## config.mk

```make
export PLATFORM = sky130hd
export DESIGN_NAME = biquad_direct_form_two_filter
export DESIGN_NICKNAME = d
export VERILOG_FILES = /design/src/hw/rtl/bq_pkg.sv /design/src/hw/rtl/biquad_direct_form_two_filter.sv /design/src/hw/rtl/bq_mac.sv
export SDC_FILE = /design/constraint.sdc
export NUM_CORES = 2
export LEC_CHECK = 0
export ABC_CLOCK_PERIOD_IN_PS = 14500
export BUFFER_PORTS_ARGS = -buffer_cell sky130_fd_sc_hd__buf_2
export CORE_ASPECT_RATIO = 1.25
export CORE_MARGIN = 1
export CORE_UTILIZATION = 35
export CTS_BUF_LIST = sky130_fd_sc_hd__clkbuf_4 sky130_fd_sc_hd__clkbuf_8 sky130_fd_sc_hd__clkbuf_16
export DETAILED_ROUTE_END_ITERATION = 8
export PLACE_DENSITY = 0.57
export SYNTH_ARGS = -nofsm -noshare
export SYNTH_HDL_FRONTEND = slang
export SYNTH_HIERARCHICAL = 1
export SYNTH_SLANG_ARGS = --single-unit
```

## constraint.sdc

```tcl
create_clock -name i_clk -period 14.5 [get_ports i_clk]
set_input_delay 2.9 -clock i_clk [delete_from_list [all_inputs] [get_ports i_clk]]
set_output_delay 2.9 -clock i_clk [all_outputs]
set_load 0.1 [all_outputs]
```

## src/hw/rtl/bq_pkg.sv

```systemverilog
`timescale 1ns / 1ps
// ---------------------------------------------------------------------------
// bq_pkg: shared types, widths and microcode for the biquad filter
// Fixed widths of coefficients, delays and the MAC datapath, the control
// word layout and the sequencer program table.
// ---------------------------------------------------------------------------
package bq_pkg;

    localparam int COEF_WIDTH  = 24;
    localparam int DELAY_WIDTH = 32;
    localparam int PROD_WIDTH  = COEF_WIDTH + DELAY_WIDTH;  // 56
    localparam int ACC_WIDTH   = PROD_WIDTH + 2;            // three products
    localparam int EXT_WIDTH   = ACC_WIDTH + 2;             // room for round + sample
    localparam int CFG_IDX_WIDTH = 3;
    localparam int STEP_WIDTH  = 4;

    // configuration register indexes
    typedef enum logic [CFG_IDX_WIDTH-1:0] {
        CFG_A1 = 3'd0,
        CFG_A2 = 3'd1,
        CFG_B0 = 3'd2,
        CFG_B1 = 3'd3,
        CFG_B2 = 3'd4
    } t_cfg_idx;

    // multiplier coefficient operand
    typedef enum logic [2:0] {
        CSEL_A1 = 3'd0,
        CSEL_A2 = 3'd1,
        CSEL_B0 = 3'd2,
        CSEL_B1 = 3'd3,
        CSEL_B2 = 3'd4
    } t_csel;

    // multiplier data operand
    typedef enum logic [1:0] {
        DSEL_D1 = 2'd0,
        DSEL_D2 = 2'd1,
        DSEL_W  = 2'd2
    } t_dsel;

    typedef enum logic [1:0] {
        ACC_NOP  = 2'd0,
        ACC_LOAD = 2'd1,
        ACC_ADD  = 2'd2
    } t_acc_op;

    // sequencer flow
    typedef enum logic [1:0] {
        JMP_NEXT    = 2'd0,  // step + 1
        JMP_WAIT_IN = 2'd1,  // hold until a word is taken
        JMP_OUT     = 2'd2   // hold until the output register frees, then restart
    } t_jmp;

    typedef struct packed {
        t_csel   csel;
        t_dsel   dsel;
        logic    mul_en;
        t_acc_op acc_op;
        logic    w_en;    // form inner value from accumulator
        logic    out_en;  // form result, shift delays
        t_jmp    jmp;
    } t_ctrl;

    localparam logic [STEP_WIDTH-1:0] STEP_START = '0;

    // program: w = x + rnd(a1*d1 + a2*d2); y = sat(rnd(b0*w + b1*d1 + b2*d2))
    function automatic t_ctrl ucode(input logic [STEP_WIDTH-1:0] step);
        t_ctrl c;
        c = '{csel: CSEL_A1, dsel: DSEL_D1, mul_en: 1'b0, acc_op: ACC_NOP,
              w_en: 1'b0, out_en: 1'b0, jmp: JMP_NEXT};
        case (step)
            4'd0: begin
                c.jmp = JMP_WAIT_IN;
            end
            4'd1: begin
                c.csel = CSEL_A1; c.dsel = DSEL_D1; c.mul_en = 1'b1;
            end
            4'd2: begin
                c.csel = CSEL_A2; c.dsel = DSEL_D2; c.mul_en = 1'b1;
                c.acc_op = ACC_LOAD;
            end
            4'd3: begin
                c.acc_op = ACC_ADD;
            end
            4'd4: begin
                c.w_en = 1'b1;
            end
            4'd5: begin
                c.csel = CSEL_B0; c.dsel = DSEL_W; c.mul_en = 1'b1;
            end
            4'd6: begin
                c.csel = CSEL_B1; c.dsel = DSEL_D1; c.mul_en = 1'b1;
                c.acc_op = ACC_LOAD;
            end
            4'd7: begin
                c.csel = CSEL_B2; c.dsel = DSEL_D2; c.mul_en = 1'b1;
                c.acc_op = ACC_ADD;
            end
            4'd8: begin
                c.acc_op = ACC_ADD;
            end
            4'd9: begin
                c.out_en = 1'b1;
                c.jmp = JMP_OUT;
            end
            default: begin
                c.jmp = JMP_OUT;  // unused steps fall back to start
            end
        endcase
        return c;
    endfunction

endpackage

```

## src/hw/rtl/biquad_direct_form_two_filter.sv

```systemverilog
`timescale 1ns / 1ps
// ---------------------------------------------------------------------------
// biquad_direct_form_two_filter: second-order IIR section, direct form II
// Microcoded MAC sequencer computing one filtered sample per input word.
// ---------------------------------------------------------------------------
// Usage: each input word is one signed sample (Q1.23 at the default width).
// The filter forms w = x + a1*d1 + a2*d2 (feedback is added), then
// y = b0*w + b1*d1 + b2*d2, and shifts the delays (d2 <= d1, d1 <= w).
// Coefficients are Q4.20 and written through the config port while the filter
// is idle; delays hold 32 bits on the sample grid. Each weighted sum is kept
// at full precision and rounded once (half up, ties toward +inf). If w leaves
// the 32-bit delay range it is forced to zero and o_state_flushed is set with
// that result; y saturates to the sample width. The next input word is taken
// only after the previous result has been issued. All five products go
// through a single 24x32 multiplier with a registered product and a wide
// accumulator, stepped by a 10-entry microcode program; the w rounding and
// range check take their own step because y depends on w. A new word is
// accepted while the previous result still sits in the output register; the
// program only waits at its last step if that register is still occupied.
// ---------------------------------------------------------------------------
module biquad_direct_form_two_filter #(
    parameter int SAMPLE_WIDTH   = 24,
    parameter int COEF_FRAC_BITS = 20
) (
    input  logic                                  i_clk,
    input  logic                                  i_rst_n,
    // config write port
    input  logic                                  i_cfg_we,
    input  logic [bq_pkg::CFG_IDX_WIDTH-1:0]      i_cfg_index,
    input  logic [bq_pkg::COEF_WIDTH-1:0]         i_cfg_data,
    // input sample channel
    input  logic                                  i_in_valid,
    output logic                                  o_in_stall,
    input  logic signed [SAMPLE_WIDTH-1:0]        i_in_sample,
    // result channel
    output logic                                  o_out_valid,
    input  logic                                  i_out_stall,
    output logic signed [SAMPLE_WIDTH-1:0]        o_out_sample,
    output logic                                  o_state_flushed
);

    localparam int EXT_W = bq_pkg::EXT_WIDTH;
    localparam int DLY_W = bq_pkg::DELAY_WIDTH;
    localparam logic signed [EXT_W-1:0] HALF_LSB = EXT_W'(1) <<< (COEF_FRAC_BITS - 1);

    // coefficient registers
    logic signed [bq_pkg::COEF_WIDTH-1:0] r_a1, r_a2, r_b0, r_b1, r_b2;

    // filter state
    logic signed [DLY_W-1:0]        r_d1, r_d2;
    logic signed [DLY_W-1:0]        r_w;
    logic                           r_flush;
    logic signed [SAMPLE_WIDTH-1:0] r_x;

    // sequencer
    logic [bq_pkg::STEP_WIDTH-1:0] r_step, n_step;
    bq_pkg::t_ctrl                 cw;

    // output register
    logic                           r_out_valid;
    logic signed [SAMPLE_WIDTH-1:0] r_out_sample;
    logic                           r_out_flushed;

    logic in_take;
    logic out_free;
    logic out_fire;

    // datapath operands
    logic signed [bq_pkg::COEF_WIDTH-1:0] mul_coef;
    logic signed [DLY_W-1:0]              mul_data;
    logic signed [bq_pkg::ACC_WIDTH-1:0]  acc;

    // rounding and range logic
    logic signed [EXT_W-1:0]   acc_rnd;
    logic signed [EXT_W-1:0]   w_full;
    logic                      w_ovf;
    logic                      y_ovf;
    logic signed [SAMPLE_WIDTH-1:0] y_sat;

    assign cw         = bq_pkg::ucode(r_step);
    assign o_in_stall = (cw.jmp != bq_pkg::JMP_WAIT_IN);
    assign in_take    = i_in_valid && !o_in_stall;
    assign out_free   = !r_out_valid || !i_out_stall;
    assign out_fire   = cw.out_en && out_free;

    // step counter with conditional jumps
    always_comb begin
        n_step = r_step;
        case (cw.jmp)
            bq_pkg::JMP_NEXT:    n_step = r_step + 1'b1;
            bq_pkg::JMP_WAIT_IN: n_step = in_take ? r_step + 1'b1 : r_step;
            bq_pkg::JMP_OUT:     n_step = out_free ? bq_pkg::STEP_START : r_step;
            default:             n_step = bq_pkg::STEP_START;
        endcase
    end

    always_ff @(posedge i_clk) begin
        if (!i_rst_n) begin
            r_step <= bq_pkg::STEP_START;
        end else begin
            r_step <= n_step;
        end
    end

    // config writes; out-of-range indexes are dropped
    always_ff @(posedge i_clk) begin
        if (!i_rst_n) begin
            r_a1 <= '0;
            r_a2 <= '0;
            r_b0 <= '0;
            r_b1 <= '0;
            r_b2 <= '0;
        end else if (i_cfg_we) begin
            case (i_cfg_index)
                bq_pkg::CFG_A1: r_a1 <= i_cfg_data;
                bq_pkg::CFG_A2: r_a2 <= i_cfg_data;
                bq_pkg::CFG_B0: r_b0 <= i_cfg_data;
                bq_pkg::CFG_B1: r_b1 <= i_cfg_data;
                bq_pkg::CFG_B2: r_b2 <= i_cfg_data;
                default: ;
            endcase
        end
    end

    // operand muxes
    always_comb begin
        case (cw.csel)
            bq_pkg::CSEL_A1: mul_coef = r_a1;
            bq_pkg::CSEL_A2: mul_coef = r_a2;
            bq_pkg::CSEL_B0: mul_coef = r_b0;
            bq_pkg::CSEL_B1: mul_coef = r_b1;
            bq_pkg::CSEL_B2: mul_coef = r_b2;
            default:         mul_coef = '0;
        endcase
        case (cw.dsel)
            bq_pkg::DSEL_D1: mul_data = r_d1;
            bq_pkg::DSEL_D2: mul_data = r_d2;
            bq_pkg::DSEL_W:  mul_data = r_w;
            default:         mul_data = '0;
        endcase
    end

    bq_mac u_mac (
        .i_clk    (i_clk),
        .i_coef   (mul_coef),
        .i_data   (mul_data),
        .i_mul_en (cw.mul_en),
        .i_acc_op (cw.acc_op),
        .o_acc    (acc)
    );

    // round half up, arithmetic shift back to the sample grid
    assign acc_rnd = ($signed({{(EXT_W - bq_pkg::ACC_WIDTH){acc[bq_pkg::ACC_WIDTH-1]}}, acc})
                      + HALF_LSB) >>> COEF_FRAC_BITS;

    // inner value and its 32-bit range check
    assign w_full = acc_rnd + {{(EXT_W - SAMPLE_WIDTH){r_x[SAMPLE_WIDTH-1]}}, r_x};
    assign w_ovf  = (w_full[EXT_W-1:DLY_W-1] != {(EXT_W - DLY_W + 1){w_full[DLY_W-1]}});

    // result saturation
    assign y_ovf = (acc_rnd[EXT_W-1:SAMPLE_WIDTH-1]
                    != {(EXT_W - SAMPLE_WIDTH + 1){acc_rnd[SAMPLE_WIDTH-1]}});
    always_comb begin
        if (!y_ovf) begin
            y_sat = acc_rnd[SAMPLE_WIDTH-1:0];
        end else if (acc_rnd[EXT_W-1]) begin
            y_sat = {1'b1, {(SAMPLE_WIDTH-1){1'b0}}};
        end else begin
            y_sat = {1'b0, {(SAMPLE_WIDTH-1){1'b1}}};
        end
    end

    // sample capture and inner value
    always_ff @(posedge i_clk) begin
        if (in_take) begin
            r_x <= i_in_sample;
        end
        if (cw.w_en) begin
            r_w     <= w_ovf ? '0 : w_full[DLY_W-1:0];
            r_flush <= w_ovf;
        end
    end

    // delays shift when the result is issued
    always_ff @(posedge i_clk) begin
        if (!i_rst_n) begin
            r_d1 <= '0;
            r_d2 <= '0;
        end else if (out_fire) begin
            r_d2 <= r_d1;
            r_d1 <= r_w;
        end
    end

    // output register
    always_ff @(posedge i_clk) begin
        if (!i_rst_n) begin
            r_out_valid <= 1'b0;
        end else if (out_fire) begin
            r_out_valid <= 1'b1;
        end else if (!i_out_stall) begin
            r_out_valid <= 1'b0;
        end
    end

    always_ff @(posedge i_clk) begin
        if (out_fire) begin
            r_out_sample  <= y_sat;
            r_out_flushed <= r_flush;
        end
    end

    assign o_out_valid     = r_out_valid;
    assign o_out_sample    = r_out_sample;
    assign o_state_flushed = r_out_flushed;

endmodule

```

## src/hw/rtl/bq_mac.sv

```systemverilog
`timescale 1ns / 1ps
// ---------------------------------------------------------------------------
// bq_mac: registered multiply-accumulate unit
// One 24x32 signed multiplier with a product register, then a wide
// accumulator that loads or adds the registered product.
// ---------------------------------------------------------------------------
module bq_mac (
    input  logic                                    i_clk,
    input  logic signed [bq_pkg::COEF_WIDTH-1:0]    i_coef,
    input  logic signed [bq_pkg::DELAY_WIDTH-1:0]   i_data,
    input  logic                                    i_mul_en,
    input  bq_pkg::t_acc_op                         i_acc_op,
    output logic signed [bq_pkg::ACC_WIDTH-1:0]     o_acc
);

    logic signed [bq_pkg::PROD_WIDTH-1:0] r_prod;
    logic signed [bq_pkg::ACC_WIDTH-1:0]  r_acc;
    logic signed [bq_pkg::ACC_WIDTH-1:0]  prod_ext;

    assign prod_ext = {{(bq_pkg::ACC_WIDTH - bq_pkg::PROD_WIDTH){r_prod[bq_pkg::PROD_WIDTH-1]}},
                       r_prod};

    always_ff @(posedge i_clk) begin
        if (i_mul_en) begin
            r_prod <= i_coef * i_data;
        end
        case (i_acc_op)
            bq_pkg::ACC_LOAD: r_acc <= prod_ext;
            bq_pkg::ACC_ADD:  r_acc <= r_acc + prod_ext;
            default: ;
        endcase
    end

    assign o_acc = r_acc;

endmodule

```

==> summary.txt <==
Run
  • Max-Cap Viols: 0

Final layout
  • Fillers: between 10000 and 15000
  • Net count, final: between 6000 and 7000
  • Most frequent cells in the layout: nand2_1 (952), inv_1 (824), fa_1 (785)
  • Leading cell type in the layout, fill and taps excluded: nand2_1
  • Non-filler instance count after layout: slightly above 7000
  • Register area: just under 0.01 mm2
  • Share of layout cells above drive strength 1: 0.07250
  • Area of the multi-input gates: between 0.03 and 0.04 mm2
  • Layout Area Growth over Synthesis: 7.971%

CTS
  • CTS Buf Count: 44
  • Skew-Pair Late Insertion Delay: ~0.63 ns
  • Setup Fix Bufs, Post-CTS: 0
  • CTS Hold Bufs: 0
  • Clock root buffer: clkbuf_16
  • # clock sinks: roughly 390
  • Depth of the CTS H-tree: 2
  • CTS clk-pin slew, worst paths: approximately 0.060 ns
  • Cts repair resizes: 0
  • Clock tree buffer depth: 3
  • CTS tree: built

Placement
  • # port buffers: between 80 and 90
  • Placed cells: between 7000 and 8000
  • RD Place Congestion: between 0.9 and 1
  • HPWL Detailed: 111.1 mm
  • Dpl ws: roughly 4.4 ns

Routing
  • Pre-Repair DR Iteration Count: 7
  • First DRT Iteration DRCs: about 2200
  • Post-route ant nets: 0
  • Total number of vias: 37280
  • Drt wl/cell: ~21 um
  • # DRC: 0
  • Via density: 5.186
  • Routed WL: about 150 mm

Worst setup path
  • Crit path required time: 14.82 ns
  • Worst Path Class, Setup: flop to flop
  • Max stage delay cell, worst path: nor2_4
  • R2R depth: 31
  • Crit. End Element: flop
  • CP Launch Type: flop
  • Most frequent CP cell: fa_1
  • FF-to-FF Start: r_step[0]$_SDFFE_PN0P_
  • CP Max Fanout: 33
  • Crit path DAT: about 10 ns
  • CP startpoint: r_step[0]$_SDFFE_PN0P_
  • Reg2reg end: u_mac/r_prod[55]$_DFFE_PP_
  • Max incr delay on CP: 0.79 ns
  • Reg-to-reg setup timing slack: between 4 and 5 ns

STA
  • Final min period: just over 10 ns
  • PnR worst setup slack: approximately 4.4 ns
  • Worst-margin pin slew: 1.296 ns
  • Unrepaired setup endpoints after global routing: false
  • Final slew viol count: 0
  • Clock skew: approximately 0.053 ns
  • Final setup fails: 0
  • Final Cycle Share: 0.6958
  • Setup TNS: 0 ns
  • Fmax: around 99 MHz
  • Final hold viol count: 0
  • Slew headroom: 0.1358

Logic synthesis
  • #FFs+latches synth: 385
  • Syn. warnings: 6
  • Netlist cell types: a little under 90
  • Count of flip-flops with a built-in enable after synthesis: about 200
  • Seq/Total Area, Yosys: 0.1963
  • Mean Syn Cell Area: ~9 um2
  • Post-Syn Nets: between 6000 and 7000
  • Post-synthesis instance total: 5366
  • Most used flip-flop cell after synthesis: edfxtp_1
  • Fraction of registers with async set/reset: 0
  • Cell Area, Synth: ~0.049 mm2

Global routing
  • Vias in the first global route: about 40000
  • Tot GR Track Use: 0.2127
  • Initial antenna violation count: 7
  • Grt ovf: 0
  • Pin count of the biggest net entering global routing: roughly 100
  • First-pass GRT wire length: between 200 and 250 mm

Min path
  • Hold crit path type: flop to flop
  • Hold Path Depth: 0
  • Hold Startpoint: r_flush$_DFFE_PP_
  • Hold EP: o_state_flushed$_DFFE_PP_

Floorplan
  • FP Rows: approximately 150
  • Initial Utilization: 0.3534
  • Die Wd: ~340 um
  • Area of the core: 0.1394 mm2
  • Die height: 421.4 um
  • Io pins: 83
  • Die area: around 0.14 mm2

Outcome
  • Run status: finished clean

Power
  • PwrDens: 94.98 mW/mm2
  • Maximum vdd ir drop: about 0.11 mV
  • Leakage: ~24 nW
==> worst max-delay path, delay by kind of cell, from the launching register on <==
family / cells / cell delay [ns]
multiplexers: 1 / 0.25
buffers and inverters: 6 / 0.63
AND/OR/NAND/NOR: 10 / 2.82
AO/OA/AOI/OAI: 5 / 1.50
adder cells (fa/ha/maj): 9 / 4.15
flip-flops: 1 / 0.39
==> final cells by class <==
type | count | area share
Multi-Input combinational cell | 3879 | 0.6701
Sequential cell | 385 | 0.1818
Inverter | 826 | 0.05830
Tap cell | 1860 | 0.04376
Clock buffer | 61 | 0.02416
Timing Repair Buffer | 154 | 0.01793
Clock inverter | 19 | 0.003717
Antenna cell | 4 | 0.0001882
==> how the worst max path moves through the flow <==
stage,cells past startpoint,slack (ns),to
2_1_floorplan,32,5.75,u_mac/r_prod[55]$_DFFE_PP_
3_3_place_gp,31,4.64,u_mac/r_prod[55]$_DFFE_PP_
3_5_place_dp,31,4.41,u_mac/r_prod[55]$_DFFE_PP_
4_1_cts,31,4.36,u_mac/r_prod[55]$_DFFE_PP_
5_1_grt,31,3.84,u_mac/r_prod[55]$_DFFE_PP_
6_report,31,4.41,u_mac/r_prod[55]$_DFFE_PP_
==> registers in the layout, indices dropped and copies added, names as in the netlist <==
register	count
o_out_valid	1
r_d1	32
r_a2	24
r_w	32
u_mac/o_acc	58
r_b1	24
r_b0	24
o_state_flushed	1
r_x	24
r_flush	1
r_a1	24
r_b2	24
r_step	4
r_d2	32
u_mac/r_prod	56
o_out_sample	24
==> where the power goes <==
| part | leakage (nW) | internal, W | total (W) | switching, W |
|---|---|---|---|---|
| registers | 3.33 | 0.00138 | 0.00153 | 0.000152 |
| clock network | 0.733 | 0.000661 | 0.00116 | 0.000498 |
| logic | 19.4 | 0.000830 | 0.00236 | 0.00153 |
==> per-stage QoR <==
stage	util	instance area [um2]	power [W]	hold slack (ns)
6_report	0.3816	53180	0.005051	0.4147
5_1_grt	0.3816	53180	0.005353	0.4261
4_1_cts	0.3815	53170	0.005064	0.4173
3_5_place_dp	0.3709	51690	0.003876	0.4107
3_3_place_gp	0.3709	51690	0.003860	0.4058
2_1_floorplan	-	49260	0.003237	0.4003
==> metal layers <==
metal / wire [um] / part of all wire / track usage / vias up
met4: 9408 / 0.063 / 0.1201 / 6
met5: 45 / 0.00030 / 0 / -
li1: - / - / - / 16960
met2: 75370 / 0.51 / 0.3778 / 988
met3: 6197 / 0.042 / 0.02339 / 335
met1: 57560 / 0.39 / 0.2462 / 18990
==> cell usage after synthesis, types with 13 or more instances <==
cell type / number / area, um2
a211oi_1: 18 / 135.1
a21boi_0: 191 / 1434
a21o_1: 51 / 382.9
a21oi_1: 162 / 810.8
a222oi_1: 24 / 240.2
a31oi_1: 16 / 100.1
and2_1: 384 / 2402
and3_1: 25 / 156.4
buf_2: 17 / 85.08
clkbuf_1: 243 / 912.1
dfxtp_1: 189 / 3784
edfxtp_1: 196 / 5886
fa_1: 785 / 15720
ha_1: 255 / 3191
inv_1: 826 / 3100
mux2_2: 42 / 473.0
mux2i_1: 38 / 380.4
nand2_1: 953 / 3577
nand3_1: 74 / 370.4
nand4_1: 43 / 269.0
nor2_1: 163 / 611.8
nor2b_1: 13 / 81.33
nor3_1: 33 / 165.2
nor4_1: 13 / 81.33
nor4_2: 29 / 362.9
o21a_1: 22 / 165.2
o21ai_0: 124 / 620.6
o21ba_1: 21 / 210.2
o21bai_1: 25 / 187.7
o31ai_1: 17 / 127.6
xnor2_1: 115 / 1007
xor2_1: 61 / 534.3
==> logic make-up (layout without fill, tap and decap cells) <==
logic type               Yosys count  count (layout)  synth area share
AO/OA/AOI/OAI                    773             773            0.1094
XOR/XNOR                         176             176           0.03129
adder cells (fa/ha/maj)         1040            1040            0.3838
buffers and inverters           1102            1060           0.08499
flip-flops                       385             385            0.1963
multiplexers                      80              80           0.01732
other                              0               4                 0
AND/OR/NAND/NOR                 1810            1810            0.1769
No activity file was read; power rests on OpenSTA's default activity.
